$ cat src/hw/rtl/upd_pkg.sv
// Shared types, character constants and helper functions for the URL percent decoder.
`default_nettype none

package upd_pkg;

    // Characters with a special meaning in the encoded string.
    localparam logic [7:0] CHR_PLUS  = 8'h2B;
    localparam logic [7:0] CHR_PCT   = 8'h25;
    localparam logic [7:0] CHR_QMARK = 8'h3F;
    localparam logic [7:0] CHR_SPACE = 8'h20;

    // Decoded bytes that one input character gives, in output order.
    typedef struct packed {
        logic [2:0][7:0] bytes;
        logic [1:0]      cnt;
        logic            last;
    } entry_t;

    // A plain character decodes to itself, except that a plus sign is a space.
    function automatic logic [7:0] plain_map(input logic [7:0] c);
        logic [7:0] r;
        r = (c == CHR_PLUS) ? CHR_SPACE : c;
        return r;
    endfunction

    // True for 0-9, A-F and a-f.
    function automatic logic is_hex(input logic [7:0] c);
        logic r;
        r = ((c >= 8'h30) && (c <= 8'h39)) ||
            ((c >= 8'h41) && (c <= 8'h46)) ||
            ((c >= 8'h61) && (c <= 8'h66));
        return r;
    endfunction

    // Nibble value of a character already known to be a hex digit.
    function automatic logic [3:0] hex_val(input logic [7:0] c);
        logic [3:0] r;
        r = c[6] ? (c[3:0] + 4'd9) : c[3:0];
        return r;
    endfunction

endpackage

`default_nettype wire

$ cat src/hw/rtl/upd_front.sv
// Front end: tracks escape state and turns each character into a group of decoded bytes.
`default_nettype none

module upd_front (
    input  wire logic          aclk,
    input  wire logic          aresetn,
    input  wire logic          s_valid,
    output logic               s_ready,
    input  wire logic [7:0]    s_in_char,
    input  wire logic          s_in_last,
    input  wire logic          q_full,
    output logic               push,
    output upd_pkg::entry_t    push_entry
);

    localparam logic [1:0] PH_IDLE = 2'd0;
    localparam logic [1:0] PH_PCT  = 2'd1;
    localparam logic [1:0] PH_HELD = 2'd2;

    logic [1:0]      phase_reg;
    logic [1:0]      phase_next;
    logic [7:0]      held_reg;
    logic            accept;
    upd_pkg::entry_t ent;

    assign s_ready = !q_full;
    assign accept  = s_valid && s_ready;

    // Work out the bytes this character releases and the next escape state.
    always_comb begin
        ent.bytes  = '0;
        ent.cnt    = 2'd0;
        ent.last   = s_in_last;
        phase_next = PH_IDLE;
        case (phase_reg)
            PH_PCT: begin
                if (!s_in_last) begin
                    phase_next = PH_HELD;
                end else begin
                    // Escape cut short by end of string.
                    ent.bytes[0] = upd_pkg::CHR_QMARK;
                    ent.bytes[1] = (s_in_char == upd_pkg::CHR_PCT) ? upd_pkg::CHR_QMARK
                                                                   : upd_pkg::plain_map(s_in_char);
                    ent.cnt = 2'd2;
                end
            end
            PH_HELD: begin
                if (upd_pkg::is_hex(held_reg) && upd_pkg::is_hex(s_in_char)) begin
                    ent.bytes[0] = {upd_pkg::hex_val(held_reg), upd_pkg::hex_val(s_in_char)};
                    ent.cnt      = 2'd1;
                end else begin
                    ent.bytes[0] = upd_pkg::CHR_QMARK;
                    if (held_reg == upd_pkg::CHR_PCT) begin
                        // The held percent sign opens a new escape with this character.
                        if (s_in_last) begin
                            ent.bytes[1] = upd_pkg::CHR_QMARK;
                            ent.bytes[2] = (s_in_char == upd_pkg::CHR_PCT)
                                           ? upd_pkg::CHR_QMARK
                                           : upd_pkg::plain_map(s_in_char);
                            ent.cnt = 2'd3;
                        end else begin
                            ent.cnt    = 2'd1;
                            phase_next = PH_HELD;
                        end
                    end else begin
                        ent.bytes[1] = upd_pkg::plain_map(held_reg);
                        if (s_in_char == upd_pkg::CHR_PCT) begin
                            if (s_in_last) begin
                                ent.bytes[2] = upd_pkg::CHR_QMARK;
                                ent.cnt      = 2'd3;
                            end else begin
                                ent.cnt    = 2'd2;
                                phase_next = PH_PCT;
                            end
                        end else begin
                            ent.bytes[2] = upd_pkg::plain_map(s_in_char);
                            ent.cnt      = 2'd3;
                        end
                    end
                end
            end
            default: begin
                if (s_in_char == upd_pkg::CHR_PCT) begin
                    if (s_in_last) begin
                        ent.bytes[0] = upd_pkg::CHR_QMARK;
                        ent.cnt      = 2'd1;
                    end else begin
                        phase_next = PH_PCT;
                    end
                end else begin
                    ent.bytes[0] = upd_pkg::plain_map(s_in_char);
                    ent.cnt      = 2'd1;
                end
            end
        endcase
    end

    // Only characters that release bytes take a queue slot.
    assign push       = accept && (ent.cnt != 2'd0);
    assign push_entry = ent;

    // Escape state register.
    always_ff @(posedge aclk) begin
        if (!aresetn) begin
            phase_reg <= PH_IDLE;
        end else if (accept) begin
            phase_reg <= phase_next;
        end
    end

    // Character held after a percent sign; only read while an escape is half done.
    always_ff @(posedge aclk) begin
        if (accept) begin
            held_reg <= s_in_char;
        end
    end

endmodule

`default_nettype wire

$ cat src/hw/rtl/upd_queue.sv
// Short queue of decoded byte groups between the front and back ends.
`default_nettype none

module upd_queue #(
    parameter int DEPTH = 4
) (
    input  wire logic             aclk,
    input  wire logic             aresetn,
    input  wire logic             push,
    input  wire upd_pkg::entry_t  push_entry,
    output logic                  full,
    input  wire logic             pop,
    output logic                  head_valid,
    output upd_pkg::entry_t       head_entry
);

    localparam int PTR_W = (DEPTH > 1) ? $clog2(DEPTH) : 1;
    localparam int CNT_W = $clog2(DEPTH + 1);

    upd_pkg::entry_t  mem [DEPTH];
    logic [PTR_W-1:0] wr_ptr_reg;
    logic [PTR_W-1:0] rd_ptr_reg;
    logic [CNT_W-1:0] count_reg;

    assign full       = (count_reg == CNT_W'(DEPTH));
    assign head_valid = (count_reg != '0);
    assign head_entry = mem[rd_ptr_reg];

    // Storage write.
    always_ff @(posedge aclk) begin
        if (push) begin
            mem[wr_ptr_reg] <= push_entry;
        end
    end

    // Pointers and fill count.
    always_ff @(posedge aclk) begin
        if (!aresetn) begin
            wr_ptr_reg <= '0;
            rd_ptr_reg <= '0;
            count_reg  <= '0;
        end else begin
            if (push) begin
                wr_ptr_reg <= (wr_ptr_reg == PTR_W'(DEPTH - 1)) ? '0 : wr_ptr_reg + 1'b1;
            end
            if (pop) begin
                rd_ptr_reg <= (rd_ptr_reg == PTR_W'(DEPTH - 1)) ? '0 : rd_ptr_reg + 1'b1;
            end
            if (push && !pop) begin
                count_reg <= count_reg + 1'b1;
            end else if (pop && !push) begin
                count_reg <= count_reg - 1'b1;
            end
        end
    end

endmodule

`default_nettype wire

$ cat src/hw/rtl/upd_back.sv
// Back end: sends the bytes of each queued group one per cycle while m_ready allows, through an output register.
`default_nettype none

module upd_back (
    input  wire logic             aclk,
    input  wire logic             aresetn,
    input  wire logic             head_valid,
    input  wire upd_pkg::entry_t  head_entry,
    output logic                  pop,
    output logic                  m_valid,
    input  wire logic             m_ready,
    output logic [7:0]            m_out_byte,
    output logic                  m_out_last
);

    logic [1:0] idx_reg;
    logic       m_valid_reg;
    logic [7:0] m_byte_reg;
    logic       m_last_reg;
    logic       load;
    logic       final_byte;

    // The output register takes a new byte whenever one is queued and the register is empty or being drained.
    assign load       = head_valid && (!m_valid_reg || m_ready);
    assign final_byte = (idx_reg == (head_entry.cnt - 2'd1));
    assign pop        = load && final_byte;

    // Control: output valid and the byte position inside the current group.
    always_ff @(posedge aclk) begin
        if (!aresetn) begin
            m_valid_reg <= 1'b0;
            idx_reg     <= 2'd0;
        end else begin
            if (load) begin
                m_valid_reg <= 1'b1;
                idx_reg     <= final_byte ? 2'd0 : idx_reg + 2'd1;
            end else if (m_ready) begin
                m_valid_reg <= 1'b0;
            end
        end
    end

    // Output payload.
    always_ff @(posedge aclk) begin
        if (load) begin
            m_byte_reg <= head_entry.bytes[idx_reg];
            m_last_reg <= head_entry.last && final_byte;
        end
    end

    assign m_valid    = m_valid_reg;
    assign m_out_byte = m_byte_reg;
    assign m_out_last = m_last_reg;

endmodule

`default_nettype wire

$ cat src/hw/rtl/url_percent_decoder.sv
// Top level of the URL percent decoder: front end, byte-group queue and back end.
//
// Usage:
//   Input channel (s_valid/s_ready, s_in_char, s_in_last) takes one encoded
//   character per transaction; s_in_last marks the end of a string.
//   Output channel (m_valid/m_ready, m_out_byte, m_out_last) gives one decoded
//   byte per transaction; m_out_last is set on the final byte of a string.
//   A character releases zero to three bytes. It is classified in the cycle it
//   is accepted and its bytes are written into the queue; from there the first
//   byte is loaded into the output register.
//   Throughput is one character per cycle while each releases at most one byte
//   and m_ready stays high; the output side sends one byte per cycle while m_ready
//   is high, so a group of two or three bytes holds it longer, which the queue absorbs.
//   s_ready is low only while the queue of QUEUE_DEPTH groups is full.
//   Reset (aresetn low, synchronous) clears the escape state, empties the
//   queue and drops m_valid. When the receiver stalls, the output holds its
//   transaction and the queue fills before s_ready falls.
`default_nettype none

module url_percent_decoder #(
    parameter int QUEUE_DEPTH = 4
) (
    input  wire logic       aclk,
    input  wire logic       aresetn,
    input  wire logic       s_valid,
    output logic            s_ready,
    input  wire logic [7:0] s_in_char,
    input  wire logic       s_in_last,
    output logic            m_valid,
    input  wire logic       m_ready,
    output logic [7:0]      m_out_byte,
    output logic            m_out_last
);

    logic            q_full;
    logic            push;
    upd_pkg::entry_t push_entry;
    logic            pop;
    logic            head_valid;
    upd_pkg::entry_t head_entry;

    upd_front u_front (
        .aclk       (aclk),
        .aresetn    (aresetn),
        .s_valid    (s_valid),
        .s_ready    (s_ready),
        .s_in_char  (s_in_char),
        .s_in_last  (s_in_last),
        .q_full     (q_full),
        .push       (push),
        .push_entry (push_entry)
    );

    upd_queue #(
        .DEPTH (QUEUE_DEPTH)
    ) u_queue (
        .aclk       (aclk),
        .aresetn    (aresetn),
        .push       (push),
        .push_entry (push_entry),
        .full       (q_full),
        .pop        (pop),
        .head_valid (head_valid),
        .head_entry (head_entry)
    );

    upd_back u_back (
        .aclk       (aclk),
        .aresetn    (aresetn),
        .head_valid (head_valid),
        .head_entry (head_entry),
        .pop        (pop),
        .m_valid    (m_valid),
        .m_ready    (m_ready),
        .m_out_byte (m_out_byte),
        .m_out_last (m_out_last)
    );

endmodule

`default_nettype wire

$ cat config.mk
export PLATFORM = sky130hd
export DESIGN_NAME = url_percent_decoder
export DESIGN_NICKNAME = d
export VERILOG_FILES = /design/src/hw/rtl/upd_pkg.sv /design/src/hw/rtl/upd_front.sv /design/src/hw/rtl/upd_queue.sv /design/src/hw/rtl/upd_back.sv /design/src/hw/rtl/url_percent_decoder.sv
export SDC_FILE = /design/constraint.sdc
export NUM_CORES = 1
export LEC_CHECK = 0
export BUFFER_PORTS_ARGS = -buffer_cell sky130_fd_sc_hd__buf_2
export CAP_MARGIN = 20
export CORE_AREA = 2 2 122 124
export DETAILED_ROUTE_END_ITERATION = 8
export DIE_AREA = 0 0 124 126
export PLACE_DENSITY = 0.6
export SKIP_LAST_GASP = 1
export SYNTH_ARGS = -nofsm -noshare
export SYNTH_HDL_FRONTEND = slang
export SYNTH_SLANG_ARGS = --single-unit
$ cat constraint.sdc
create_clock -name aclk -period 4.35 [get_ports aclk]
set_clock_uncertainty 0.1 [all_clocks]
set_input_delay 0.2175 -clock aclk [delete_from_list [all_inputs] [get_ports aclk]]
set_output_delay 0.2175 -clock aclk [all_outputs]
set_load 0.1 [all_outputs]
# Word level (Yosys, flattened, before mapping)

Memories as Yosys holds them, arrays and structs flattened. A register that Yosys moved wholly into a read port is not among the register bits.
Cells that the tools add are included.

Add/sub/neg operators: 8
Order comparisons: 13
Eq/ne operators: 10
Multiplexer cells: 40
Reductions and logical operators: 27

Operators by type and width:

| kind                  | number |
|---|---|
| $mux W8               | 7 |
| $mux W16              | 3 |
| $eq A8 B6 Y1 const B  | 4 |
| $ge A8 B7 Y1 const B  | 4 |
| $le A8 B7 Y1 const B  | 4 |
| $mux W2               | 11 |
| $mux W10              | 2 |
| $pmux W10 S2          | 1 |
| $mux W18              | 1 |
| $bmux W8 S2           | 1 |
| $ge A8 B6 Y1 const B  | 2 |
| $le A8 B6 Y1 const B  | 2 |
| $pmux W8 S2           | 1 |
| $logic_and A1 B1 Y1   | 14 |
| $add A4 B4 Y4 const B | 2 |
| $mux W4               | 2 |
| $mux W1               | 7 |
| $add A2 B1 Y2 const B | 3 |
| $eq A2 B2 Y1 const B  | 3 |
| $mux W3               | 2 |
| $mux W6               | 1 |
| $reduce_bool A2 Y1    | 3 |
| $logic_or A1 B1 Y1    | 5 |
| $logic_not A1 Y1      | 4 |
| other kinds (9)       | 9 |

Flip-flop bits (word level): 29
Bits in writable memories: 108
Input bits: 13
Output and inout bits: 11
Logic and storage cells: 108
Memories: 1

Memory list:

| name        | words | bits a word | read ports | clocked after memory_dff | wr ports | RTL line        | text |
|---|---|---|---|---|---|---|---|
| u_queue.mem | 4     | 27          | 1          | 1                        | 1        | upd_queue.sv:20 | `upd_pkg::entry_t mem [DEPTH];` |

# Depth between registers and ports, before layout

Depth after elaboration: 13
Mapped depth: 14
Mapped depth without buffers: 14

# Hierarchy

Synthesis repeated with hierarchy kept, for this count alone.

Cell total of the unflattened synthesis: 411
Area, all modules: 6,336.1 um^2

By module, submodules not included:

| module    | times used | cells an instance | area an instance (um^2) | sequential area each (um^2) |
|---|---|---|---|---|
| upd_queue | 1          | 185               | 4,403.0                 | 3,423.3 |
| upd_front | 1          | 167               | 1,301.2                 | 280.3 |
| upd_back  | 1          | 59                | 631.9                   | 330.3 |

# Worst setup path after synthesis

Ideal clock, no wire load.

Path kind: register to register
From: register u_queue.count_reg[0]
To: memory u_queue.mem[0][0] (netlist bit), enable pin
Library setup time: 414 ps
Arrival time: 3,162 ps
Required time: 3,836 ps
Path slack: 674 ps
Cell stages (with the launch flop): 7
Buffers on the path: 0
Period minus slack after synthesis: 3,676 ps
Cell sequence: dfxtp_1 -> nor2_1 -> nand2_1 -> nand2_1 -> inv_1 -> a41oi_4 -> nor2b_1

Longest elaborated chain between the ends: 6

RTL lines:

| what                          | RTL line                  | text |
|---|---|---|
| start: declaration            | upd_queue.sv:23           | `logic [CNT_W-1:0] count_reg;` |
| start signal: assignment      | upd_queue.sv:50           | `count_reg <= count_reg + 1'b1;` |
| start signal: assignment      | upd_queue.sv:52           | `count_reg <= count_reg - 1'b1;` |
| $eq A3 B3 Y1                  | upd_queue.sv:25           | `assign full = (count_reg == CNT_W'(DEPTH));` |
| $logic_not A1 Y1              | upd_front.sv:26           | `assign s_ready = !q_full;` |
| named net s_ready             | url_percent_decoder.sv:26 | `output logic s_ready,` |
| $logic_and A1 B1 Y1           | upd_front.sv:27           | `assign accept = s_valid && s_ready;` |
| named net u_front.accept      | upd_front.sv:23           | `logic accept;` |
| $logic_and A1 B1 Y1           | upd_front.sv:99           | `assign push = accept && (ent.cnt != 2'd0);` |
| $mux W1                       | upd_queue.sv:31           | `if (push) begin` |
| $mux W1 (not written as such) | upd_queue.sv:32           | `mem[wr_ptr_reg] <= push_entry;` |
| end: declaration              | upd_queue.sv:20           |  |

The timed path passes the listed nets, and every way through them passes these cells.

# Worst setup path after layout

From: register u_front.held_reg[6]
To: register u_queue.count_reg[2]

Longest elaborated chain between the ends: 12
Elaborated cells on any way between the ends: 23
Classes of those cells: order compare: 6; eq/ne: 1; mux: 4; reduce/logical: 12

RTL lines:

| what                                   | RTL line                     | text |
|---|---|---|
| start: declaration                     | upd_front.sv:22              | `logic [7:0] held_reg;` |
| start signal: assignment               | upd_front.sv:114             | `held_reg <= s_in_char;` |
| $ge A8 B6 Y1 (tied with other cells)   | upd_pkg.sv:29                | `r = ((c >= 8'h30) && (c <= 8'h39)) \|\|` |
| $logic_and A1 B1 Y1 (on tied branches) | upd_pkg.sv:29, upd_pkg.sv:30 |  |
| $logic_or A1 B1 Y1                     | upd_pkg.sv:29                |  |
| $logic_or A1 B1 Y1                     | upd_pkg.sv:30                | `((c >= 8'h41) && (c <= 8'h46)) \|\|` |
| $logic_and A1 B1 Y1                    | upd_front.sv:48              | `if (upd_pkg::is_hex(held_reg) && upd_pkg::is_hex(s_in_char)) begin` |
| $mux W10 *                             | upd_front.sv:48              |  |
| $pmux W10 S2 *                         | upd_front.sv:35              | `case (phase_reg)` |
| $reduce_bool A2 Y1 *                   | upd_front.sv:99              |  |
| $logic_and A1 B1 Y1 *                  | upd_front.sv:99              |  |
| named net push                         | url_percent_decoder.sv:36    | `logic push;` |
| $logic_not A1 Y1                       | upd_queue.sv:51              | `end else if (pop && !push) begin` |
| $logic_and A1 B1 Y1                    | upd_queue.sv:51              |  |
| $reduce_bool A2 Y1 (no source line)    | -                            |  |

Mark *: on every way through the listed nets, which the timed path passes. The rest lies on a longest branch.
A chain may end at the register's enable or synchronous reset.

==> qor.txt <==
Core Footprint: 14300 sq um
Critical-path cell with the highest stage delay: sky130_fd_sc_hd__edfxtp_1
Flop-to-flop setup slack: 0.88 ns
Synth Area in Compound Gates: 6.87%
Total number of vias: 3544
Startpoint of the worst-slack reg-to-reg timing path: u_front.held_reg[6]
Remaining antenna violation count after routing: 0
Routability cong.: 0.911
Area share of xor/xnor cells in the synthesized design: 1.11%
Clock buffers created by TritonCTS: 17
Combined global-route utilization of all metal layers: 17.7%
Place WS: 0.901 ns
Avg Vias per Cell: 5.46
Synth unique cells: 51
Count of maximum capacitance violations: 0
Kind of launch point of the worst setup path: register
FF-to-FF path depth: 12
Number of buffers inserted by post-CTS setup repair: 0
CTS Root Buffer Type: sky130_fd_sc_hd__clkbuf_16
Post-layout net count: 482
Status: complete, no violations
Hold path depth: 1
Required time of the worst setup path: 4.59 ns
Post-synthesis average cell area: 15.0 sq um
Initial antenna violation count: 0
Destination of the worst hold path: u_front.held_reg[1]
Library cell occupying the most area in the post-synthesis netlist: sky130_fd_sc_hd__edfxtp_1
Total half-perimeter wirelength after legalization and detailed placement: 7930 um
Leading cell types by count after synthesis: sky130_fd_sc_hd__edfxtp_1 (125), sky130_fd_sc_hd__nand2_1 (31), sky130_fd_sc_hd__mux4_2 (27)
Yosys warns: 0
Areal power density over the cells: 609 nW/um^2
Total I/O pin count: 24
Maximum fanout along the worst path: 8
Overall overflow remaining after global route: 0
Post-route minimum period: 3.47 ns
Biggest area contributors in the synthesized netlist: sky130_fd_sc_hd__edfxtp_1 (60%), sky130_fd_sc_hd__mux4_2 (9.7%), sky130_fd_sc_hd__dfxtp_1 (4.5%)
Endpoint of the worst-slack reg-to-reg timing path: u_queue.count_reg[2]
Port bufs: 23
Fin Hold WS: 0.0215 ns
Final setup violation count: 0
First-pass GRT wire length: 20000 um
Clock-pin slew of the registers on the worst-case setup and hold paths: 0.06 ns
Drt initial violations: 257
Crit Path Class: register to register
Area of the die: 15600 sq um
Net count after synthesis: 448
Delay of the slowest cell on the worst path: 0.54 ns
Count of fill cells added during filler insertion: 1218
WP buf/inv: 2
Post-CTS sizing: 0
Hold/Removal Path Class: primary input to register
Diodes inserted: 0
Max Freq: 289 MHz
Gate family responsible for the most delay along the worst path: simple AND/OR/NAND/NOR gates
Die Y: 126 um
Clock tree buffer depth: 2
Number of core rows: 44
Post-Syn Instances: 418
Fraction of the cycle the final worst path needs: 79.7%
Critical path arrival: 3.71 ns
Flop and latch count out of synthesis: 139
Adder-cell share of the synthesized area: 3.50%
Largest net degree at the start of global routing: 28
Area growth, synth to finish: 14.8%
Clk sink count: 139
Mux cell area share after synthesis: 12.2%
Tightest slew margin relative to the limit: 53.8%
Clock latency on the worst-skew pair: 0.41 ns
Main combinational cell family by area after synthesis: multiplexers
Final wirelength: 12500 um
Final routed wire length divided by cell count: 19.2 um
Endpoint kind of the worst setup timing path: register
DRC: 0
Horizontal extent of the die: 124 um
Final worst setup slack: 0.884 ns
CP cell instances: nor4b_4 -> and4b_1 -> a21oi_1 -> a211oi_1 -> a41oi_4 -> inv_1 -> ha_1 -> inv_1 -> fa_1 -> xor2_1 -> or3_1 -> a21boi_0
First-pass detailed-route iteration total: 4
Number of hold-slack violations in the final timing report: 0
Post-synthesis share of cell area spent on and, or, nand and nor gates: 9.28%
Number of synthesized flops with an enable pin: 125
CTS H-tree lvls: 4
Critical Path Most Common Cell: sky130_fd_sc_hd__inv_1
HP Start: s_in_char[1]
Clock tree from TritonCTS: yes
Final total negative setup slack: 0 ns
Most repeated cell in the gate-level netlist after synthesis: sky130_fd_sc_hd__edfxtp_1
Setup repair after global routing missed its margin: no
Pleak: 2.47 nW
Effective utilization at floorplan: 43.9%
Max VDD drop: 0.209 mV
Area share of the largest cell type after synthesis: 59.7%
Share of cells above drive strength 1: 21.3%
Top FF cell, synth: sky130_fd_sc_hd__edfxtp_1
Post-Synthesis Cell Area: 6280 sq um
Transition time at the pin with the least slew margin: 0.685 ns
Vias in the first global route: 3671
Number of hold buffers added after cts: 1
Number of flip-flops in the largest register: 108
Share of async-settable or async-resettable flops after synthesis: 0%
Portion of the post-synthesis area used by sequential elements: 64.2%
Count of pins over their slew limit: 0
[how the worst max path moves through the flow]
| stage | start | end | slack, ns | cells past startpoint |
|---|---|---|---|---|
| 6_report | u_front.held_reg[6] | u_queue.count_reg[2] | 0.88 | 12 |
| 5_1_grt | u_front.held_reg[6] | u_queue.count_reg[2] | 0.61 | 12 |
| 4_1_cts | u_front.held_reg[6] | u_queue.count_reg[2] | 0.88 | 12 |
| 3_5_place_dp | u_front.held_reg[6] | u_queue.count_reg[2] | 0.90 | 12 |
| 3_3_place_gp | u_front.held_reg[6] | u_queue.count_reg[2] | 1.01 | 12 |
| 2_1_floorplan | u_queue.count_reg[0] | u_queue.mem[0][0] | 0.67 | 6 |
[cell families after synthesis]
logic type,Yosys count
DFF,139
and+or+nand+nor,104
AOI/OAI and AO/OA,66
muxes,43
buffers and inverters,41
adders and majority gates,17
xor gates and xnor gates,8
[layout by cell type (no fill, tap or decap), drive strengths merged, types with 2 or more instances in the layout]
cell type | synthesis | routed
nor3 | 4 | 4
nand2 | 31 | 31
a31oi | 2 | 2
xor2 | 4 | 4
clkinv | 0 | 7
a22oi | 2 | 2
a21boi | 2 | 2
buf | 10 | 32
nand4 | 3 | 3
o21ai | 18 | 18
inv | 23 | 23
xnor2 | 4 | 4
a21oi | 18 | 18
nand2b | 6 | 6
clkbuf | 8 | 18
nor4b | 3 | 3
nand4b | 3 | 3
mux4 | 27 | 27
o22ai | 8 | 8
a32o | 2 | 2
nor2b | 11 | 11
ha | 16 | 16
a22o | 3 | 3
nor2 | 14 | 14
edfxtp | 125 | 125
and3 | 5 | 5
nand3 | 10 | 10
clkinvlp | 0 | 4
bufinv | 0 | 3
dfxtp | 14 | 14
mux2i | 15 | 15
and2 | 7 | 7
o211ai | 5 | 5
[power by group]
group          switching [mW]  internal, mW
Clock                   0.523         0.890
Sequential             0.0737          1.68
Combinational           0.823         0.402
Total                    1.42          2.97
[layout make-up]
| cell class | count | area (sq um) | area share [%] |
|---|---|---|---|
| Multi-Input combinational cell | 238 | 2080 | 28.9 |
| Sequential cell | 139 | 4040 | 56.0 |
| Tap cell | 184 | 230 | 3.19 |
| Clock inverter | 14 | 154 | 2.13 |
| Timing Repair Buffer | 33 | 193 | 2.67 |
| Inverter | 23 | 86.3 | 1.20 |
| Clock buffer | 18 | 429 | 5.95 |
[per-layer routing]
metal	GRT usage, %	wire length [um]
met5	0	0
met3	3.71	357
met4	6.87	129
met1	23.8	5680
met2	28.1	6310
[through the flow]
| stage | util (%) | instances | power (mW) | cell area, sq um |
|---|---|---|---|---|
| floorplan | - | 418 | 2.76 | 6280 |
| global placement | 46.2 | 616 | 3.01 | 6620 |
| detailed placement | 46.2 | 616 | 3.03 | 6620 |
| CTS | 50.4 | 649 | 4.45 | 7210 |
| global route | 50.4 | 649 | 4.60 | 7210 |
| finish | 50.4 | 649 | 4.39 | 7210 |
No activity file was read; power rests on OpenSTA's default activity.
